**config.mk**
```make
export PLATFORM = sky130hd
export DESIGN_NAME = distance_vector_route_update
export DESIGN_NICKNAME = d
export VERILOG_FILES = /design/src/dvru_pkg.sv /design/src/dvru_ram.sv /design/src/dvru_ctrl.sv /design/src/dvru_datapath.sv /design/src/distance_vector_route_update.sv
export SDC_FILE = /design/constraint.sdc
export NUM_CORES = 2
export LEC_CHECK = 0
export BUFFER_PORTS_ARGS = -buffer_cell sky130_fd_sc_hd__buf_2
export CAP_MARGIN = 5
export CORE_UTILIZATION = 55
export CTS_CLUSTER_SIZE = 30
export DETAILED_ROUTE_END_ITERATION = 16
export PLACE_DENSITY_LB_ADDON = 0.2
export SLEW_MARGIN = 20
export SYNTH_ARGS = -nofsm -noshare
export SYNTH_HDL_FRONTEND = slang
export SYNTH_HIERARCHICAL = 1
export SYNTH_SLANG_ARGS = --single-unit
```
**constraint.sdc**
```tcl
create_clock -name clk -period 18.3 [get_ports clk]
set_clock_uncertainty 0.15 [all_clocks]
set_input_delay 1.83 -clock clk [delete_from_list [all_inputs] [get_ports clk]]
set_output_delay 1.83 -clock clk [all_outputs]
set_load 0.03 [all_outputs]
```
**src/dvru_pkg.sv**
```systemverilog
`timescale 1ns / 1ps
// Shared types and constants for the distance-vector route table.
// Used by the RAM wrapper users, the controller, the datapath, the top level and the checker.
package dvru_pkg;

  // Table geometry.
  localparam int TABLE_ENTRIES = 32;
  localparam int IDX_W = (TABLE_ENTRIES > 1) ? $clog2(TABLE_ENTRIES) : 1;
  localparam logic [IDX_W-1:0] LAST_IDX = IDX_W'(TABLE_ENTRIES - 1);

  // Field widths.
  localparam int ADDR_W  = 32;
  localparam int COST_W  = 8;
  localparam int PURGE_W = 6;
  localparam logic [PURGE_W-1:0] PURGE_MAX = '1;

  // Configuration port.
  localparam int PADDR_W = 2;
  localparam int PDATA_W = 32;
  localparam logic [PADDR_W-1:0] REG_COST_LIMIT = '0;
  localparam logic [COST_W-1:0] COST_LIMIT_RESET = 8'd16;

  // Item kinds.
  localparam logic [1:0] KIND_RELAX  = 2'd0;
  localparam logic [1:0] KIND_LOOKUP = 2'd1;
  localparam logic [1:0] KIND_PURGE  = 2'd2;

  // Outcome codes.
  localparam logic [2:0] OC_UNCHANGED = 3'd0;
  localparam logic [2:0] OC_UPDATED   = 3'd1;
  localparam logic [2:0] OC_REPLACED  = 3'd2;
  localparam logic [2:0] OC_INSERTED  = 3'd3;
  localparam logic [2:0] OC_FULL      = 3'd4;
  localparam logic [2:0] OC_HIT       = 3'd5;
  localparam logic [2:0] OC_MISS      = 3'd6;
  localparam logic [2:0] OC_PURGED    = 3'd7;

  typedef struct packed {
    logic [1:0]        kind;
    logic [ADDR_W-1:0] neighbor_addr;
    logic [COST_W-1:0] link_metric;
    logic [ADDR_W-1:0] dest_addr;
    logic [COST_W-1:0] advertised_distance;
  } dvru_req_t;

  typedef struct packed {
    logic [2:0]         outcome;
    logic               changed;
    logic [ADDR_W-1:0]  next_hop_addr;
    logic [COST_W-1:0]  route_cost;
    logic [PURGE_W-1:0] purged_count;
  } dvru_rsp_t;

  // One table entry as stored in the RAM.
  typedef struct packed {
    logic              valid;
    logic [ADDR_W-1:0] dest;
    logic [ADDR_W-1:0] next_hop;
    logic [COST_W-1:0] cost;
  } dvru_entry_t;

  localparam int ENTRY_W = $bits(dvru_entry_t);

  // Commands from the controller to the datapath.
  typedef struct packed {
    logic             load;
    logic             clr_wr;
    logic             rd_en;
    logic             finish;
    logic [IDX_W-1:0] addr;
  } dvru_cmd_t;

endpackage

```
**src/dvru_ram.sv**
```systemverilog
`timescale 1ns / 1ps
// Generic single-write, single-read RAM with a registered read port.
// No dependencies.
module dvru_ram #(
  parameter int WIDTH = 8,
  parameter int DEPTH = 32
) (
  input  logic                                       clk,
  input  logic                                       we,
  input  logic [((DEPTH > 1) ? $clog2(DEPTH) : 1)-1:0] waddr,
  input  logic [WIDTH-1:0]                           wdata,
  input  logic                                       re,
  input  logic [((DEPTH > 1) ? $clog2(DEPTH) : 1)-1:0] raddr,
  output logic [WIDTH-1:0]                           rdata
);

  logic [WIDTH-1:0] mem [DEPTH];

  always_ff @(posedge clk) begin
    if (we) begin
      mem[waddr] <= wdata;
    end
    if (re) begin
      rdata <= mem[raddr];
    end
  end

endmodule

```
**src/dvru_ctrl.sv**
```systemverilog
`timescale 1ns / 1ps
// Controller for the route table: clearing pass, table scan and finish sequencing.
// Depends on dvru_pkg.
module dvru_ctrl
  import dvru_pkg::*;
(
  input  logic      clk,
  input  logic      rst,
  input  logic      start,
  output logic      busy,
  output dvru_cmd_t cmd
);

  localparam logic [2:0] S_CLEAR  = 3'd0;
  localparam logic [2:0] S_IDLE   = 3'd1;
  localparam logic [2:0] S_SCAN   = 3'd2;
  localparam logic [2:0] S_FLUSH  = 3'd3;
  localparam logic [2:0] S_FINISH = 3'd4;

  logic [2:0]       state;
  logic [2:0]       state_next;
  logic [IDX_W-1:0] addr;
  logic [IDX_W-1:0] addr_next;

  always_comb begin
    state_next = state;
    addr_next  = addr;
    cmd        = '0;
    cmd.addr   = addr;
    case (state)
      S_CLEAR: begin
        cmd.clr_wr = 1'b1;
        if (addr == LAST_IDX) begin
          state_next = S_IDLE;
          addr_next  = '0;
        end else begin
          addr_next = addr + 1'b1;
        end
      end
      S_IDLE: begin
        if (start) begin
          cmd.load   = 1'b1;
          state_next = S_SCAN;
          addr_next  = '0;
        end
      end
      S_SCAN: begin
        cmd.rd_en = 1'b1;
        if (addr == LAST_IDX) begin
          state_next = S_FLUSH;
        end else begin
          addr_next = addr + 1'b1;
        end
      end
      S_FLUSH: begin
        state_next = S_FINISH;
      end
      S_FINISH: begin
        cmd.finish = 1'b1;
        state_next = S_IDLE;
      end
      default: begin
        state_next = S_IDLE;
      end
    endcase
  end

  always_ff @(posedge clk) begin
    if (rst) begin
      state <= S_CLEAR;
      addr  <= '0;
    end else begin
      state <= state_next;
      addr  <= addr_next;
    end
  end

  assign busy = (state != S_IDLE);

endmodule

```
**src/dvru_datapath.sv**
```systemverilog
`timescale 1ns / 1ps
// Datapath for the route table: entry RAM, match and free-slot tracking, purge and write-back.
// Depends on dvru_pkg and dvru_ram.
module dvru_datapath
  import dvru_pkg::*;
(
  input  logic              clk,
  input  logic              rst,
  input  dvru_cmd_t         cmd,
  input  dvru_req_t         req,
  input  logic [COST_W-1:0] cost_limit,
  output logic              done,
  output dvru_rsp_t         rsp
);

  dvru_req_t          item;
  logic               cmp_en;
  logic [IDX_W-1:0]   cmp_idx;
  logic               hit_found;
  logic [IDX_W-1:0]   hit_idx;
  logic [ADDR_W-1:0]  hit_hop;
  logic [COST_W-1:0]  hit_cost;
  logic               free_found;
  logic [IDX_W-1:0]   free_idx;
  logic [PURGE_W-1:0] purge_cnt;

  dvru_entry_t        rd_word;
  logic               we;
  logic [IDX_W-1:0]   waddr;
  dvru_entry_t        wdata;

  logic               is_match;
  logic               is_stale;
  logic [COST_W:0]    sum;
  logic [COST_W-1:0]  sat;
  logic               fin_we;
  logic [IDX_W-1:0]   fin_idx;
  dvru_entry_t        fin_word;
  dvru_rsp_t          rsp_next;

  dvru_ram #(
    .WIDTH(ENTRY_W),
    .DEPTH(TABLE_ENTRIES)
  ) u_ram (
    .clk  (clk),
    .we   (we),
    .waddr(waddr),
    .wdata(wdata),
    .re   (cmd.rd_en),
    .raddr(cmd.addr),
    .rdata(rd_word)
  );

  assign is_match = cmp_en && rd_word.valid && (rd_word.dest == item.dest_addr);
  assign is_stale = cmp_en && (item.kind == KIND_PURGE) && rd_word.valid &&
                    (rd_word.cost >= cost_limit);

  assign sum = {1'b0, item.link_metric} + {1'b0, item.advertised_distance};
  assign sat = (sum > {1'b0, cost_limit}) ? cost_limit : sum[COST_W-1:0];

  // Outcome of the item once the whole table has been seen.
  always_comb begin
    rsp_next          = '0;
    fin_we            = 1'b0;
    fin_idx           = hit_idx;
    fin_word.valid    = 1'b1;
    fin_word.dest     = item.dest_addr;
    fin_word.next_hop = hit_hop;
    fin_word.cost     = sat;
    case (item.kind)
      KIND_RELAX: begin
        if (hit_found) begin
          rsp_next.route_cost = hit_cost;
          if (hit_hop == item.neighbor_addr) begin
            if (sat != hit_cost) begin
              fin_we              = 1'b1;
              rsp_next.outcome    = OC_UPDATED;
              rsp_next.changed    = 1'b1;
              rsp_next.route_cost = sat;
            end
          end else if (sum < {1'b0, hit_cost}) begin
            fin_we              = 1'b1;
            fin_word.next_hop   = item.neighbor_addr;
            rsp_next.outcome    = OC_REPLACED;
            rsp_next.changed    = 1'b1;
            rsp_next.route_cost = sat;
          end
        end else if (sum < {1'b0, cost_limit}) begin
          if (free_found) begin
            fin_we              = 1'b1;
            fin_idx             = free_idx;
            fin_word.next_hop   = item.neighbor_addr;
            fin_word.cost       = sum[COST_W-1:0];
            rsp_next.outcome    = OC_INSERTED;
            rsp_next.changed    = 1'b1;
            rsp_next.route_cost = sum[COST_W-1:0];
          end else begin
            rsp_next.outcome = OC_FULL;
          end
        end
      end
      KIND_LOOKUP: begin
        if (hit_found) begin
          rsp_next.outcome       = OC_HIT;
          rsp_next.next_hop_addr = hit_hop;
          rsp_next.route_cost    = hit_cost;
        end else begin
          rsp_next.outcome = OC_MISS;
        end
      end
      KIND_PURGE: begin
        rsp_next.outcome      = OC_PURGED;
        rsp_next.changed      = (purge_cnt != '0);
        rsp_next.purged_count = purge_cnt;
      end
      default: begin
        rsp_next = '0;
      end
    endcase
  end

  // Only one writer is active in any cycle: the clearing pass, a purge during the
  // scan, or the write-back in the finish cycle.
  always_comb begin
    we    = 1'b0;
    waddr = cmd.addr;
    wdata = '0;
    if (cmd.clr_wr) begin
      we = 1'b1;
    end else if (is_stale) begin
      we          = 1'b1;
      waddr       = cmp_idx;
      wdata       = rd_word;
      wdata.valid = 1'b0;
    end else if (cmd.finish && fin_we) begin
      we    = 1'b1;
      waddr = fin_idx;
      wdata = fin_word;
    end
  end

  always_ff @(posedge clk) begin
    if (rst) begin
      cmp_en <= 1'b0;
      done   <= 1'b0;
    end else begin
      cmp_en <= cmd.rd_en;
      done   <= cmd.finish;
    end
  end

  always_ff @(posedge clk) begin
    cmp_idx <= cmd.addr;
    if (cmd.load) begin
      item       <= req;
      hit_found  <= 1'b0;
      free_found <= 1'b0;
      purge_cnt  <= '0;
    end else if (cmp_en) begin
      if (is_match && !hit_found) begin
        hit_found <= 1'b1;
        hit_idx   <= cmp_idx;
        hit_hop   <= rd_word.next_hop;
        hit_cost  <= rd_word.cost;
      end
      if (!rd_word.valid && !free_found) begin
        free_found <= 1'b1;
        free_idx   <= cmp_idx;
      end
      if (is_stale && (purge_cnt != PURGE_MAX)) begin
        purge_cnt <= purge_cnt + 1'b1;
      end
    end
    if (cmd.finish) begin
      rsp <= rsp_next;
    end
  end

endmodule

```
**src/distance_vector_route_update.sv**
```systemverilog
`timescale 1ns / 1ps
// Top level of the distance-vector route table: configuration register, controller and datapath.
// Depends on dvru_pkg, dvru_ctrl and dvru_datapath (which holds dvru_ram).
//
//   Channel   Ports                                    Word accepted when
//   -------   --------------------------------------   ----------------------------------
//   item      start, busy, req                         start high and busy low at the edge
//   result    done, rsp                                done high (one cycle, cannot stall)
//   config    psel, penable, pwrite, paddr, pwdata,    psel, penable, pwrite and pready
//             prdata, pready                           high at the edge
//
// After reset the block runs a clearing pass that marks every entry invalid; busy stays
// high meanwhile, while configuration writes are taken as usual.
// Every item walks the whole entry RAM, one entry per cycle through its single read port,
// then passes a flush state for the last compare and a finish state for the write-back.
// The block takes no new item until it has finished the last one. busy drops in the cycle
// in which done is shown, so the next item may be accepted alongside that result.
// The result receiver has no way to stall the block.
module distance_vector_route_update
  import dvru_pkg::*;
(
  input  logic               clk,
  input  logic               rst,
  input  logic               start,
  output logic               busy,
  input  dvru_req_t          req,
  output logic               done,
  output dvru_rsp_t          rsp,
  input  logic               psel,
  input  logic               penable,
  input  logic               pwrite,
  input  logic [PADDR_W-1:0] paddr,
  input  logic [PDATA_W-1:0] pwdata,
  output logic [PDATA_W-1:0] prdata,
  output logic               pready
);

  logic [COST_W-1:0] cost_limit;
  logic              cfg_wr;
  dvru_cmd_t         cmd;

  // The APB port never inserts wait states. Only the cost limit register is decoded;
  // writes to any other address are dropped and reads there return zero.
  assign pready = 1'b1;
  assign cfg_wr = psel && penable && pwrite && (paddr == REG_COST_LIMIT);

  always_ff @(posedge clk) begin
    if (rst) begin
      cost_limit <= COST_LIMIT_RESET;
    end else if (cfg_wr) begin
      cost_limit <= pwdata[COST_W-1:0];
    end
  end

  assign prdata = (paddr == REG_COST_LIMIT) ? {{(PDATA_W - COST_W){1'b0}}, cost_limit}
                                            : '0;

  // The controller sequences the clearing pass and the per-item table scan.
  dvru_ctrl u_ctrl (
    .clk  (clk),
    .rst  (rst),
    .start(start),
    .busy (busy),
    .cmd  (cmd)
  );

  // The datapath holds the table, tracks the first match and the first free slot
  // during the scan, removes unreachable routes on a purge, and forms the result word.
  dvru_datapath u_datapath (
    .clk       (clk),
    .rst       (rst),
    .cmd       (cmd),
    .req       (req),
    .cost_limit(cost_limit),
    .done      (done),
    .rsp       (rsp)
  );

endmodule

```
==> metrics.txt <==
# TYPE chip_impl_metric gauge
chip_impl_metric{name="synthDistinctLibCells",unit=""} 77
chip_impl_metric{name="critical_path.max_stage_delay",unit="ps"} 1150
chip_impl_metric{name="pin_count_of_the_biggest_net_entering_global_routing",unit=""} 134
chip_impl_metric{name="drt_pre_antenna_iters",unit=""} 6
chip_impl_metric{name="post-route-worst-setup-slack",unit="ps"} 9610
chip_impl_metric{name="synth-async-reset-ratio",unit=""} 0
chip_impl_metric{name="avgViaCountPerCell",unit=""} 6.596
chip_impl_metric{name="crit_arrival",unit="ps"} 9050
chip_impl_metric{name="p_leak",unit="µW"} 0.03488
chip_impl_metric{name="dp_worst_setup_slack",unit="ps"} 9645
chip_impl_info{name="root_buffer",value="clkbuf_16"} 1
chip_impl_metric{name="timing.critical_path.buf_inv",unit=""} 2
chip_impl_info{name="cp_slowest_cell",value="nor2_4"} 1
chip_impl_metric{name="gp_congestion",unit=""} 0.8126
chip_impl_metric{name="fp.coreArea",unit="mm²"} 0.1835
chip_impl_metric{name="share_of_the_yosys_chip_area_belonging_to_registers",unit=""} 0.7697
chip_impl_metric{name="setup_tns",unit="ps"} 0
chip_impl_metric{name="timing.final.setup_violations",unit=""} 0
chip_impl_metric{name="power.density_cell_area",unit="mW/mm²"} 107.4
chip_impl_metric{name="worst_hold_path.num_cells",unit=""} 0
chip_impl_metric{name="post-synth-top-area-fraction",unit=""} 0.7636
chip_impl_metric{name="chipWidth",unit="µm"} 432.4
chip_impl_info{name="r2r_start",value="u_datapath/item[0]"} 1
chip_impl_info{name="tritoncts",value="yes"} 1
chip_impl_metric{name="clock_path_buffers",unit=""} 4
chip_impl_metric{name="area_delta_synth_final",unit="%"} 12.29
chip_impl_metric{name="cts_hold_buf",unit=""} 0
chip_impl_metric{name="finalCritPeriodShare",unit=""} 0.4749
chip_impl_metric{name="detail_route.wirelength",unit="µm"} 251900
chip_impl_info{name="min_delay_worst_endpoint",value="u_datapath/hit_hop[9]"} 1
chip_impl_metric{name="report.final.slew_viol_count",unit=""} 0
chip_impl_metric{name="buffers_inserted_during_post_cts_setup_optimization",unit=""} 0
chip_impl_metric{name="switching_share",unit=""} 0.2031
chip_impl_metric{name="rrSetupSlack",unit="ps"} 9610
chip_impl_metric{name="io_pins",unit=""} 207
chip_impl_metric{name="skew_pair_late_insertion_delay",unit="ps"} 930
chip_impl_metric{name="postCtsResizedCells",unit=""} 0
chip_impl_info{name="worstSetupStartpointType",value="flop"} 1
chip_impl_info{name="endpoint_kind",value="flop"} 1
chip_impl_metric{name="synth_warnings",unit=""} 6
chip_impl_info{name="grt_setup_unrepaired",value="false"} 1
chip_impl_metric{name="ys_seq_elements",unit=""} 2622
chip_impl_metric{name="clk_transition_reported_paths",unit="ps"} 60
chip_impl_metric{name="worst-slew-pin-transition",unit="ps"} 1232
chip_impl_metric{name="cap_violations",unit=""} 0
chip_impl_metric{name="worst_ep_required_time",unit="ps"} 18660
chip_impl_metric{name="numCtsBuffers",unit=""} 279
chip_impl_info{name="most_area_hungry_cell_type_in_the_yosys_netlist",value="edfxtp_1"} 1
chip_impl_metric{name="first_pass_grt_wire_length",unit="µm"} 356000
chip_impl_info{name="worst_hold_path_class",value="reg2reg"} 1
chip_impl_metric{name="number_of_remaining_drc_errors",unit=""} 0
chip_impl_metric{name="worst_r2r_path_depth",unit=""} 20
chip_impl_metric{name="wire_per_inst",unit="µm"} 33.93
chip_impl_metric{name="design_area",unit="mm²"} 0.1144
chip_impl_metric{name="timing.final.hold_violations",unit=""} 0
chip_impl_metric{name="layout_min_cycle_time",unit="ps"} 8690
chip_impl_metric{name="grt_use_total",unit=""} 0.2726
chip_impl_info{name="ys_dominant_reg_cell",value="edfxtp_1"} 1
chip_impl_info{name="path_class",value="reg2reg"} 1
chip_impl_metric{name="fp.dieArea",unit="mm²"} 0.1870
chip_impl_metric{name="initial_antenna_violation_count",unit=""} 2
chip_impl_info{name="hold_start",value="u_datapath/u_ram/rdata[17]"} 1
chip_impl_metric{name="intPower",unit="µW"} 9790
chip_impl_metric{name="pwr-share-seq",unit=""} 0.537
chip_impl_metric{name="cts-htree-levels",unit=""} 5
chip_impl_metric{name="hold_ws",unit="ps"} 303.5
chip_impl_metric{name="layout_cells_sized_above_1",unit=""} 0.3015
chip_impl_metric{name="drt-initial-drc-count",unit=""} 7000
chip_impl_metric{name="synthesis.area",unit="mm²"} 0.1019
chip_impl_metric{name="io_buffer_count",unit=""} 157
chip_impl_metric{name="slew-limit-headroom",unit=""} 0.1786
chip_impl_metric{name="drt.antenna.violating_nets",unit=""} 0
chip_impl_metric{name="detailed_place_hpwl",unit="µm"} 125000
chip_impl_metric{name="finalNetCount",unit=""} 4937
chip_impl_info{name="timing.critical_path.cells",value="ha_1 -> fa_1 -> a211oi_2 -> o21bai_1 -> a21oi_1 -> xnor2_1 -> ha_1 -> a22oi_1 -> o211ai_1 -> o22ai_1 -> o21a_4 -> o2111ai_1 -> a32o_2 -> o311ai_4 -> a2111oi_0 -> a221o_1 -> nand3b_1 -> nor2_4 -> buf_4 -> buf_4"} 1
chip_impl_metric{name="placed_area",unit="mm²"} 0.1060
chip_impl_metric{name="synth-edff-count",unit=""} 2591
chip_impl_metric{name="synth_area_per_inst",unit="µm²"} 22.99
chip_impl_info{name="cpLargestDelayFamily",value="compound AO/OA/AOI/OAI gates"} 1
chip_impl_info{name="run_status",value="completed"} 1
chip_impl_metric{name="overflow",unit=""} 0
chip_impl_metric{name="floorplan.die.height",unit="µm"} 432.4
chip_impl_metric{name="critical_path_peak_fanout",unit=""} 30
chip_impl_metric{name="row_cnt",unit=""} 157
chip_impl_metric{name="clock-sinks",unit=""} 2622
chip_impl_metric{name="dpl.cell_count",unit=""} 6957
chip_impl_metric{name="non_filler_cells_final",unit=""} 7424
chip_impl_metric{name="initial_core_util",unit=""} 0.5553
chip_impl_metric{name="power.ir.vdd_worst",unit="V"} 0.0001031
chip_impl_info{name="reg2reg_to",value="u_datapath/u_ram/mem[1][12]"} 1
chip_impl_metric{name="switchingPower",unit="µW"} 2495
chip_impl_metric{name="share_clk_of_total_power",unit=""} 0.425
chip_impl_metric{name="timing.fmax",unit="MHz"} 115.1
chip_impl_metric{name="comb_power_share",unit=""} 0.038
chip_impl_metric{name="via_count",unit=""} 48967
chip_impl_info{name="largest_cells_by_area_after_synthesis",value="edfxtp_1 (76%), mux4_2 (15%), mux2_2 (0.97%)"} 1
chip_impl_metric{name="netlist_instances",unit=""} 4432
chip_impl_metric{name="grt_pass1_vias",unit=""} 48300
==> per-layer routing <==
metal | up-vias | wire length [µm] | global-route usage
met3 | 400 | 23940 | 0.04332
met2 | 2677 | 122300 | 0.4350
met5 | - | 0 | 0
met4 | 0 | 6383 | 0.07488
li1 | 19507 | - | -
met1 | 26383 | 99310 | 0.3965
==> cell type report <==
class / count / area (µm²)
repair buffers: 289 / 1897
multi-input cells: 1547 / 22590
clock inverters: 119 / 872.1
fillers: 12352 / 69060
well taps: 2464 / 3083
clock buffers: 346 / 7382
inverters: 36 / 137.6
diodes: 1 / 2.502
flip-flops and latches: 2622 / 78450
==> power groups by stage <==
stage          clock (µW)  combinational, µW  sequential (µW)
3_5_place_dp            0                470             6730
6_report             5220                465             6600
3_3_place_gp            0                469             6720
2_1_floorplan           0                339             6720
5_1_grt              5500                490             6600
4_1_cts              5290                472             6600
==> sequential cells by signal, summed over array words and instances, names as in the netlist <==
signal and cells:
u_datapath/u_ram/mem 2336, u_datapath/u_ram/rdata 73, u_datapath/item 50, u_datapath/rsp 50
u_datapath/fin_word 32, u_datapath/hit_hop 32, cost_limit 8, u_datapath/hit_cost 8
u_datapath/purge_cnt 6, u_ctrl/addr 5, u_datapath/cmp_idx 5, u_datapath/free_idx 5
u_datapath/hit_idx 5, u_ctrl/state 3, u_datapath/cmp_en 1, u_datapath/done 1
u_datapath/free_found 1, u_datapath/hit_found 1
==> worst max-delay path by stage <==
stage,from,to,slack [ps],cells after the start
floorplan,u_ctrl/state[2],u_datapath/u_ram/mem[28][0],8580,9
global placement,u_datapath/item[0],u_datapath/u_ram/mem[1][17],9600,20
finish,u_datapath/item[0],u_datapath/u_ram/mem[1][12],9610,20
global route,u_datapath/item[0],u_datapath/u_ram/mem[1][17],9370,20
detailed placement,u_datapath/item[0],u_datapath/u_ram/mem[1][17],9640,20
CTS,u_datapath/item[0],u_datapath/u_ram/mem[1][20],9610,20
==> cells by family (layout without fill, tap and decap cells) <==
kind of cell / count (synthesis) / in the layout / synth area share
adder cells (fa/ha/maj): 40 / 40 / 0.004986
AO/OA/AOI/OAI: 251 / 251 / 0.01929
AND/OR/NAND/NOR: 282 / 282 / 0.01471
multiplexers: 861 / 861 / 0.1693
XOR/XNOR: 88 / 88 / 0.007699
other: 2 / 26 / 0.00007371
flip-flops: 2622 / 2622 / 0.7697
buffers and inverters: 286 / 790 / 0.01424
==> Yosys cell counts (all sizes together), types with 3 or more instances <==
cell type  number
a21o            6
o21ai          35
and2           22
a22oi           8
o41ai           3
o221ai          8
or3             5
xor2           64
nor3           14
or3b            3
mux2           88
dfxtp          31
o22ai          15
nor2           79
clkbuf        102
a21oi          28
a22o           36
nand4          10
a211oi         11
o211ai          5
buf           148
nand2b         23
and3           36
mux4          681
nand3           9
nor3b           3
inv            35
ha             39
a221o           7
mux2i          92
xnor2          23
nand3b          5
a2111oi         7
o31a            5
o2111ai         3
nand2          40
o2bb2ai        42
nor4           17
a221oi         17
edfxtp       2591
nor2b          10
==> layout by cell type, fill, tap and decap left out, types with 25 or more instances in the layout <==
| cell type | netlist | routed |
|---|---|---|
| and3_1 | 36 | 36 |
| xor2_1 | 64 | 64 |
| clkbuf_16 | 0 | 286 |
| clkbuf_1 | 102 | 60 |
| o21ai_0 | 32 | 31 |
| nor2_1 | 77 | 41 |
| conb_1 | 2 | 25 |
| inv_1 | 34 | 33 |
| nor2_4 | 0 | 36 |
| o2bb2ai_1 | 42 | 32 |
| clkinv_1 | 1 | 60 |
| mux2i_1 | 92 | 92 |
| clkinv_2 | 0 | 35 |
| dfxtp_1 | 31 | 25 |
| buf_2 | 69 | 157 |
| a22o_1 | 36 | 36 |
| a21oi_1 | 28 | 28 |
| nand2_1 | 40 | 40 |
| ha_1 | 39 | 38 |
| mux4_2 | 681 | 681 |
| buf_4 | 51 | 123 |
| mux2_2 | 88 | 88 |
| edfxtp_1 | 2591 | 2591 |
==> per-stage QoR <==
stage	power, µW	utilization
floorplan	7057	-
global placement	7192	0.5778
detailed placement	7196	0.5778
CTS	12360	0.6228
global route	12590	0.6236
finish	12290	0.6236
(Power assumes the default switching activity.)
